==> src/design/bmavg_pkg.sv <==
// shared types, widths and constants of the battery moving average block
`default_nettype none

package bmavg_pkg;

    // field and datapath widths
    localparam int PIN_W       = 12;
    localparam int MV_W        = 14;
    localparam int PCT_W       = 7;
    localparam int SUM_W       = 20;
    localparam int DIV_W       = 22;
    localparam int DIV_CNT_W   = 4;
    localparam int CFG_IDX_W   = 2;
    localparam int IN_TDATA_W  = 16;
    localparam int OUT_TDATA_W = 24;

    // default window length of the boxcar
    localparam int WINDOW_LEN_DEF = 50;

    // register reset levels
    localparam logic [MV_W-1:0] EMPTY_RST = 14'd3150;
    localparam logic [MV_W-1:0] FULL_RST  = 14'd4200;

    // register indexes
    localparam logic [CFG_IDX_W-1:0] REG_EMPTY = 2'd0;
    localparam logic [CFG_IDX_W-1:0] REG_FULL  = 2'd1;

    // x/5 for any 16-bit x: (x * 0xCCCD) >> 18
    localparam logic [15:0] DIV5_RECIP = 16'hCCCD;
    localparam int          DIV5_SHIFT = 18;

    localparam logic [PCT_W-1:0] PCT_SCALE = 7'd100;

    // controller states
    typedef enum logic [3:0] {
        S_IDLE,
        S_SCALE,
        S_UPDATE,
        S_MEAN_GO,
        S_MEAN_WAIT,
        S_CLAMP,
        S_PCT_GO,
        S_PCT_WAIT,
        S_PUSH
    } t_state;

    // controller to datapath commands
    typedef struct packed {
        logic capture;
        logic scale;
        logic update;
        logic mean_go;
        logic clamp;
        logic pct_go;
        logic load_out;
    } t_cmd;

    // datapath to controller status
    typedef struct packed {
        logic div_done;
        logic out_free;
    } t_status;

endpackage

`default_nettype wire

==> src/design/battery_moving_average_percent.sv <==
// Battery moving average and percent block. Each pin reading in mV is scaled by the
// 3.2 divider ratio (floor(x*16/5)), placed into a WINDOW_LEN-entry ring with a
// running sum, and yields one result: the rounded window mean and a 0..100 percent
// from the mean clamped to the empty/full levels. One sample is in flight at a time;
// it passes through scaling, ring update, the shared radix-4 divider for the mean,
// clamp, the same divider again for the percent, and the load of the result. The
// next sample is taken in the cycle after the result is loaded, so no new sample is
// accepted while the previous one is still being worked on. A finished result
// sits in an output register, so the next sample is taken while the previous result
// waits; that sample then holds in the load step until the output register frees.
// Ring entries come out of reset as zero through per-entry valid bits, with no
// clearing pass. Level registers may be written only while the block is idle.
`default_nettype none

module battery_moving_average_percent import bmavg_pkg::*; #(
    parameter int WINDOW_LEN = WINDOW_LEN_DEF
) (
    input  wire logic                    i_clk,
    input  wire logic                    i_rst_n,
    // configuration write channel
    input  wire logic                    i_cfg_valid,
    output logic                         o_cfg_ready,
    input  wire logic [CFG_IDX_W-1:0]    i_cfg_index,
    input  wire logic [MV_W-1:0]         i_cfg_data,
    // sample stream in
    input  wire logic                    i_s_axis_tvalid,
    output logic                         o_s_axis_tready,
    input  wire logic [IN_TDATA_W-1:0]   i_s_axis_tdata,   // [11:0] pin_mv, [15:12] zero
    // result stream out
    output logic                         o_m_axis_tvalid,
    input  wire logic                    i_m_axis_tready,
    output logic [OUT_TDATA_W-1:0]       o_m_axis_tdata    // [13:0] average_mv,
                                                           // [20:14] charge_percent,
                                                           // [23:21] zero
);

    t_cmd            cmd;
    t_status         status;
    logic [MV_W-1:0] average_mv;
    logic [PCT_W-1:0] charge_percent;

    // level registers accept every transfer
    assign o_cfg_ready = 1'b1;

    bmavg_ctrl u_ctrl (
        .i_clk      (i_clk),
        .i_rst_n    (i_rst_n),
        .i_in_valid (i_s_axis_tvalid),
        .o_in_ready (o_s_axis_tready),
        .i_status   (status),
        .o_cmd      (cmd)
    );

    bmavg_dp #(
        .WINDOW_LEN (WINDOW_LEN)
    ) u_dp (
        .i_clk            (i_clk),
        .i_rst_n          (i_rst_n),
        .i_cmd            (cmd),
        .o_status         (status),
        .i_pin_mv         (i_s_axis_tdata[PIN_W-1:0]),
        .i_cfg_we         (i_cfg_valid & o_cfg_ready),
        .i_cfg_index      (i_cfg_index),
        .i_cfg_data       (i_cfg_data),
        .i_out_ready      (i_m_axis_tready),
        .o_out_valid      (o_m_axis_tvalid),
        .o_average_mv     (average_mv),
        .o_charge_percent (charge_percent)
    );

    // result packing
    assign o_m_axis_tdata = {{(OUT_TDATA_W - MV_W - PCT_W){1'b0}}, charge_percent, average_mv};

endmodule

`default_nettype wire

==> src/design/bmavg_div.sv <==
// radix-4 restoring divider, two quotient bits per cycle
`default_nettype none

module bmavg_div import bmavg_pkg::*; (
    input  wire logic              i_clk,
    input  wire logic              i_rst_n,
    input  wire logic              i_start,
    input  wire logic [DIV_W-1:0]  i_dividend,
    input  wire logic [MV_W-1:0]   i_divisor,
    output logic                   o_done,
    output logic [DIV_W-1:0]       o_quotient
);

    localparam logic [DIV_CNT_W-1:0] LAST_CNT = DIV_CNT_W'(DIV_W / 2 - 1);

    // one restoring step: returns {quotient bit, new remainder}
    function automatic logic [MV_W:0] div_step(input logic [MV_W-1:0] rem,
                                               input logic            bit_in,
                                               input logic [MV_W-1:0] d);
        logic [MV_W:0] t;
        logic [MV_W:0] diff;
        t    = {rem, bit_in};
        diff = t - {1'b0, d};
        if (t >= {1'b0, d}) begin
            return {1'b1, diff[MV_W-1:0]};
        end else begin
            return {1'b0, t[MV_W-1:0]};
        end
    endfunction

    logic [MV_W-1:0]      r_rem, n_rem;
    logic [DIV_W-1:0]     r_quo, n_quo;
    logic [MV_W-1:0]      r_div;
    logic [DIV_CNT_W-1:0] r_cnt;
    logic                 r_busy;
    logic                 r_done;
    logic [MV_W:0]        s1, s2;

    // two chained steps, dividend bits shift out as quotient bits shift in
    always_comb begin
        s1    = div_step(r_rem, r_quo[DIV_W-1], r_div);
        s2    = div_step(s1[MV_W-1:0], r_quo[DIV_W-2], r_div);
        n_quo = {r_quo[DIV_W-3:0], s1[MV_W], s2[MV_W]};
        n_rem = s2[MV_W-1:0];
    end

    // iteration control
    always_ff @(posedge i_clk) begin
        if (!i_rst_n) begin
            r_busy <= 1'b0;
            r_done <= 1'b0;
            r_cnt  <= '0;
        end else begin
            r_done <= 1'b0;
            if (i_start) begin
                r_busy <= 1'b1;
                r_cnt  <= '0;
            end else if (r_busy) begin
                r_cnt <= r_cnt + 1'b1;
                if (r_cnt == LAST_CNT) begin
                    r_busy <= 1'b0;
                    r_done <= 1'b1;
                end
            end
        end
    end

    // remainder and quotient
    always_ff @(posedge i_clk) begin
        if (i_start) begin
            r_rem <= '0;
            r_quo <= i_dividend;
            r_div <= i_divisor;
        end else if (r_busy) begin
            r_rem <= n_rem;
            r_quo <= n_quo;
        end
    end

    assign o_done     = r_done;
    assign o_quotient = r_quo;

endmodule

`default_nettype wire

==> src/design/bmavg_dp.sv <==
// datapath: scaling, sample ring, running sum, level registers and result register
`default_nettype none

module bmavg_dp import bmavg_pkg::*; #(
    parameter int WINDOW_LEN = WINDOW_LEN_DEF
) (
    input  wire logic                  i_clk,
    input  wire logic                  i_rst_n,
    input  wire t_cmd                  i_cmd,
    output t_status                    o_status,
    input  wire logic [PIN_W-1:0]      i_pin_mv,
    input  wire logic                  i_cfg_we,
    input  wire logic [CFG_IDX_W-1:0]  i_cfg_index,
    input  wire logic [MV_W-1:0]       i_cfg_data,
    input  wire logic                  i_out_ready,
    output logic                       o_out_valid,
    output logic [MV_W-1:0]            o_average_mv,
    output logic [PCT_W-1:0]           o_charge_percent
);

    localparam int SLOT_W = (WINDOW_LEN > 1) ? $clog2(WINDOW_LEN) : 1;
    localparam logic [SLOT_W-1:0] SLOT_LAST = SLOT_W'(WINDOW_LEN - 1);
    localparam logic [SUM_W-1:0]  HALF_WIN  = SUM_W'(WINDOW_LEN / 2);
    localparam logic [MV_W-1:0]   WIN_DIV   = MV_W'(WINDOW_LEN);

    logic [MV_W-1:0]       r_mem [WINDOW_LEN];
    logic [WINDOW_LEN-1:0] r_vld;
    logic [MV_W-1:0]       r_rd_data;
    logic                  r_rd_vld;
    logic [SLOT_W-1:0]     r_slot;
    logic [SUM_W-1:0]      r_sum;
    logic [PIN_W-1:0]      r_pin;
    logic [MV_W-1:0]       r_scaled;
    logic [MV_W-1:0]       r_mean;
    logic [MV_W-1:0]       r_diff;
    logic [MV_W-1:0]       r_empty;
    logic [MV_W-1:0]       r_full;
    logic                  r_out_vld;
    logic [MV_W-1:0]       r_out_avg;
    logic [PCT_W-1:0]      r_out_pct;

    logic [31:0]           scale_prod;
    logic [MV_W-1:0]       old_sample;
    logic [MV_W-1:0]       mean_q;
    logic [MV_W-1:0]       clamped;
    logic                  level_bad;
    logic [DIV_W-1:0]      pct_num;
    logic                  div_start;
    logic [DIV_W-1:0]      div_dividend;
    logic [MV_W-1:0]       div_divisor;
    logic                  div_done;
    logic [DIV_W-1:0]      div_quo;

    // level registers
    always_ff @(posedge i_clk) begin
        if (!i_rst_n) begin
            r_empty <= EMPTY_RST;
            r_full  <= FULL_RST;
        end else if (i_cfg_we) begin
            if (i_cfg_index == REG_EMPTY) begin
                r_empty <= i_cfg_data;
            end else if (i_cfg_index == REG_FULL) begin
                r_full <= i_cfg_data;
            end
        end
    end

    // input capture and divider-ratio scaling by 16/5
    assign scale_prod = 32'({r_pin, 4'b0000}) * 32'(DIV5_RECIP);

    always_ff @(posedge i_clk) begin
        if (i_cmd.capture) begin
            r_pin <= i_pin_mv;
        end
        if (i_cmd.scale) begin
            r_scaled <= scale_prod[DIV5_SHIFT +: MV_W];
        end
    end

    // sample ring: registered read of the oldest entry, write of the new one
    always_ff @(posedge i_clk) begin
        if (i_cmd.scale) begin
            r_rd_data <= r_mem[r_slot];
        end
        if (i_cmd.update) begin
            r_mem[r_slot] <= r_scaled;
        end
    end

    // per-entry valid bits stand in for the cleared ring after reset
    always_ff @(posedge i_clk) begin
        if (!i_rst_n) begin
            r_vld    <= '0;
            r_rd_vld <= 1'b0;
        end else begin
            if (i_cmd.scale) begin
                r_rd_vld <= r_vld[r_slot];
            end
            if (i_cmd.update) begin
                r_vld[r_slot] <= 1'b1;
            end
        end
    end

    assign old_sample = r_rd_vld ? r_rd_data : '0;

    // running sum and write slot
    always_ff @(posedge i_clk) begin
        if (!i_rst_n) begin
            r_sum  <= '0;
            r_slot <= '0;
        end else if (i_cmd.update) begin
            r_sum  <= r_sum - SUM_W'(old_sample) + SUM_W'(r_scaled);
            r_slot <= (r_slot == SLOT_LAST) ? '0 : r_slot + 1'b1;
        end
    end

    // clamp of the mean to the level range
    assign mean_q    = div_quo[MV_W-1:0];
    assign level_bad = (r_full <= r_empty);

    always_comb begin
        priority if (mean_q < r_empty) begin
            clamped = r_empty;
        end else if (mean_q > r_full) begin
            clamped = r_full;
        end else begin
            clamped = mean_q;
        end
    end

    always_ff @(posedge i_clk) begin
        if (i_cmd.clamp) begin
            r_mean <= mean_q;
            r_diff <= clamped - r_empty;
        end
    end

    // shared divider: window mean first, then the percent map
    assign pct_num      = DIV_W'(r_diff) * DIV_W'(PCT_SCALE);
    assign div_start    = i_cmd.mean_go | i_cmd.pct_go;
    assign div_dividend = i_cmd.mean_go ? DIV_W'(r_sum + HALF_WIN) : pct_num;
    assign div_divisor  = i_cmd.mean_go ? WIN_DIV : (r_full - r_empty);

    bmavg_div u_div (
        .i_clk      (i_clk),
        .i_rst_n    (i_rst_n),
        .i_start    (div_start),
        .i_dividend (div_dividend),
        .i_divisor  (div_divisor),
        .o_done     (div_done),
        .o_quotient (div_quo)
    );

    // result register
    always_ff @(posedge i_clk) begin
        if (!i_rst_n) begin
            r_out_vld <= 1'b0;
        end else if (i_cmd.load_out) begin
            r_out_vld <= 1'b1;
        end else if (i_out_ready) begin
            r_out_vld <= 1'b0;
        end
    end

    always_ff @(posedge i_clk) begin
        if (i_cmd.load_out) begin
            r_out_avg <= r_mean;
            r_out_pct <= level_bad ? '0 : div_quo[PCT_W-1:0];
        end
    end

    assign o_status.div_done = div_done;
    assign o_status.out_free = !r_out_vld || i_out_ready;
    assign o_out_valid       = r_out_vld;
    assign o_average_mv      = r_out_avg;
    assign o_charge_percent  = r_out_pct;

endmodule

`default_nettype wire

==> src/design/bmavg_ctrl.sv <==
// controller state machine sequencing one sample through the datapath
`default_nettype none

module bmavg_ctrl import bmavg_pkg::*; (
    input  wire logic    i_clk,
    input  wire logic    i_rst_n,
    input  wire logic    i_in_valid,
    output logic         o_in_ready,
    input  wire t_status i_status,
    output t_cmd         o_cmd
);

    t_state r_state, n_state;

    // state register
    always_ff @(posedge i_clk) begin
        if (!i_rst_n) begin
            r_state <= S_IDLE;
        end else begin
            r_state <= n_state;
        end
    end

    // next state
    always_comb begin
        n_state = r_state;
        unique case (r_state)
            S_IDLE:      if (i_in_valid) n_state = S_SCALE;
            S_SCALE:     n_state = S_UPDATE;
            S_UPDATE:    n_state = S_MEAN_GO;
            S_MEAN_GO:   n_state = S_MEAN_WAIT;
            S_MEAN_WAIT: if (i_status.div_done) n_state = S_CLAMP;
            S_CLAMP:     n_state = S_PCT_GO;
            S_PCT_GO:    n_state = S_PCT_WAIT;
            S_PCT_WAIT:  if (i_status.div_done) n_state = S_PUSH;
            S_PUSH:      if (i_status.out_free) n_state = S_IDLE;
            default:     n_state = S_IDLE;
        endcase
    end

    // command outputs
    always_comb begin
        o_cmd      = '0;
        o_in_ready = 1'b0;
        unique case (r_state)
            S_IDLE: begin
                o_in_ready    = 1'b1;
                o_cmd.capture = i_in_valid;
            end
            S_SCALE:     o_cmd.scale    = 1'b1;
            S_UPDATE:    o_cmd.update   = 1'b1;
            S_MEAN_GO:   o_cmd.mean_go  = 1'b1;
            S_MEAN_WAIT: o_cmd          = '0;
            S_CLAMP:     o_cmd.clamp    = 1'b1;
            S_PCT_GO:    o_cmd.pct_go   = 1'b1;
            S_PCT_WAIT:  o_cmd          = '0;
            S_PUSH:      o_cmd.load_out = i_status.out_free;
            default:     o_cmd          = '0;
        endcase
    end

endmodule

`default_nettype wire

==> config.mk <==
export PLATFORM = sky130hd
export DESIGN_NAME = battery_moving_average_percent
export DESIGN_NICKNAME = d
export VERILOG_FILES = /design/src/design/bmavg_pkg.sv /design/src/design/battery_moving_average_percent.sv /design/src/design/bmavg_div.sv /design/src/design/bmavg_dp.sv /design/src/design/bmavg_ctrl.sv
export SDC_FILE = /design/constraint.sdc
export NUM_CORES = 2
export LEC_CHECK = 0
export ABC_AREA = 1
export BUFFER_PORTS_ARGS = -buffer_cell sky130_fd_sc_hd__buf_2
export CAP_MARGIN = 20
export CORE_MARGIN = 4
export CORE_UTILIZATION = 55
export DETAILED_ROUTE_END_ITERATION = 8
export HOLD_SLACK_MARGIN = 0.02
export PLACE_DENSITY = 0.69
export SYNTH_ARGS = -nofsm -noshare
export SYNTH_HDL_FRONTEND = slang
export SYNTH_SLANG_ARGS = --single-unit
==> constraint.sdc <==
create_clock -name i_clk -period 9 [get_ports i_clk]
set_input_delay 1.35 -clock i_clk [delete_from_list [all_inputs] [get_ports i_clk]]
set_output_delay 1.35 -clock i_clk [all_outputs]
set_load 0.02 [all_outputs]
==> metrics.csv <==
metric,value,unit
status,"finished, final reports clean",
"commonest non-fill, non-tap cell in the layout",nand2_1,
most frequent cells in the layout,"nand2_1, edfxtp_1, inv_1",
Post-Route Skew,36.7,ps
worst r2r path cells,18,
Critical Path RT,9410,ps
"most used cell, CP",inv_1,
largest net degree at the start of global routing,70,
Die X,298,um
CTS buffer count,97,
CTS tree,done,
Worst-Margin Slew,1070,ps
"top cells by area, synth","edfxtp_1, nand2_1, ha_1, dfxtp_1, inv_1",
RSZ-0062 raised after global routing,false,
buffers added on ports,55,
core area,0.0834,mm2
Overall Power,20.2,mW
hold path depth,0,
vias in the first global route,31100,
Ant. Diodes,0,
fin crit share,54.5,%
detailed placer's ending HPWL,77300,um
Worst path max stage delay,540,ps
clock sink total,955,
Setup Buffers After CTS,0,
top_reg_cell synth,edfxtp_1,
endpoints failing setup,0,
stages on the worst setup path,18,
slowest CP cell,fa_1,
# placed instances,5453,
Post-Syn Area per Cell,10.6,um2
fin area,0.0513,mm2
CP Max Fanout,5,
WS Path Type,flop to flop,
Skew-Pair Late Insertion Delay,680,ps
fillers,6718,
antenna violations before repair,1,
Die Span Y,298,um
"non-filler cells, final",5637,
Final Max Slew Viols,0,
global-route wire length before repair,184000,um
sequential area share after synthesis,59.2,%
number of iterations in the first detailed-routing pass,6,
static leakage,20.7,nW
Area after DPL,0.0479,mm2
via count,32700,
per-cell routed wire length,21.4,um
ANT nets after route,0,
endpoints failing hold,0,
post-synthesis cell area,0.0462,mm2
Rows,106,
"EDFF count, synth",825,
Synth area leader,edfxtp_1,
CP endpoint kind,flop,
CTS resizes,0,
Fin Setup TNS,0,ps
clock buffer depth,3,
Hold Path Class,flop to flop,
drt drc,0,
Slew headroom,28.1,%
root buf cell,clkbuf_16,
max-cap violation count,0,
share of layout cells above drive strength 1,8.05,%
"critical path, cell by cell","ha_1, fa_1, inv_1, fa_1, inv_1, fa_1, inv_1, fa_1, inv_1, ha_1, nand2_1, inv_1, nand2_1, o21ai_0, a21oi_1, or2_2, nand3_1, nand2_1",
Max Fclk,204,MHz
post-cts hold buffer count,0,
PwrDens,393,mW/mm2
Tot GR Track Use,26.9,%
Final Core Density,61.5,%
final WL,121000,um
crit-path leading delay family,adder cells,
Synth Register Bits,955,
worst path bufs/invs,5,
VDD IR-drop max,0.000489,V
Cells after Synth,4349,
DR iter-0 viols,3614,
area grow syn2layout,11.0,%
Cell variety after synth,58,
total number of yosys warnings,0,
Boundary Pins,64,
Initial Utilization,55.4,%
DR vias/cell,5.80,
GPL Wtd Cong,0.916,
clock-pin slew on the worst setup and hold paths,60,ps
Final nets,4816,
grt total ovfl,0,
"Data arrival, critical path",5310,ps
launching element type of the critical path,flop,
ys async rst share,0,%
Final min period,4900,ps
H-tree levels,3,
die area,0.0887,mm2
Synth top area share,53.6,%
## cells in the mapped netlist (all sizes together) (12+ instances only)
| cell type | n |
|---|---|
| o21ai | 174 |
| clkbuf | 58 |
| dfxtp | 130 |
| a21oi | 203 |
| buf | 73 |
| edfxtp | 825 |
| a22oi | 76 |
| o31ai | 20 |
| fa | 69 |
| a22o | 29 |
| nor3 | 37 |
| o2111ai | 12 |
| ha | 236 |
| nand2 | 980 |
| nand3 | 145 |
| inv | 557 |
| nor2 | 379 |
| nand4 | 124 |
| a221oi | 52 |
| xor2 | 36 |
| o211ai | 24 |
| xnor2 | 23 |
## cell type report
class	instances	area (um2)	share of cell area [%]
inverter	557	2100	4.09
tap	1080	1350	2.63
clock inverter	53	686	1.34
clock buffer	129	2650	5.16
multi-input combinational	2708	16100	31.4
sequential	955	27400	53.4
timing repair buffer	155	1040	2.03
## state kept, by name, summed over array words and instances, names as in the netlist, 20 cells and up
register,flops
u_dp.r_mem,700
u_dp.r_vld,50
u_dp.u_div.o_quotient,22
u_dp.r_sum,20
## where the power goes
| part | switching [mW] | internal [mW] |
|---|---|---|
| clock network | 1.74 | 2.41 |
| logic | 6.62 | 3.34 |
| registers | 0.200 | 5.86 |
| total | 8.56 | 11.6 |
## per-layer routing
layer	part of all wire (%)	wire, um	track usage [%]	vias up
met2	46	55500	42.9	1391
met1	42	50300	38.3	15800
met4	3.0	3630	8.20	2
li1	-	-	-	15300
met3	9.3	11200	4.44	224
met5	0.011	13	0	-
## worst register-to-register path: stages, from the launching register on
cell and delay (ps):
edfxtp_1 500, ha_1 390, fa_1 540, inv_1 110, fa_1 520, inv_1 60, fa_1 500, inv_1 60
fa_1 500, inv_1 40, ha_1 320, nand2_1 100, inv_1 80, nand2_1 60, o21ai_0 290, a21oi_1 120
or2_2 320, nand3_1 70, nand2_1 60
## metrics by stage
stage	worst slack (ps)	hold WS, ps
after floorplan	4570	400
after global placement	4170	402
after detailed placement	4160	406
after CTS	4110	420
after global routing	3830	424
final	4100	418
## path summary, 6_finish.rpt
path / startpoint / end / slack (ps)
max: u_dp.r_pin[6] / u_dp.r_scaled[7] / 4100
min: u_dp.r_mean[11] / u_dp.o_average_mv[11] / 420
max reg2reg: u_dp.r_pin[6] / u_dp.r_scaled[7] / 4100
min reg2reg: u_dp.r_mean[11] / u_dp.o_average_mv[11] / 420
## cell families after synthesis
logic type               Yosys count  share of synthesized area, %
AND/OR/NAND/NOR                 1692                          15.3
flip-flops                       955                          59.2
buffers and inverters            688                          6.04
AO/OA/AOI/OAI                    648                          8.89
adder cells (fa/ha/maj)          305                          9.38
XOR/XNOR                          59                          1.12
other                              2                        0.0162
No activity file was read; power rests on OpenSTA's default activity.
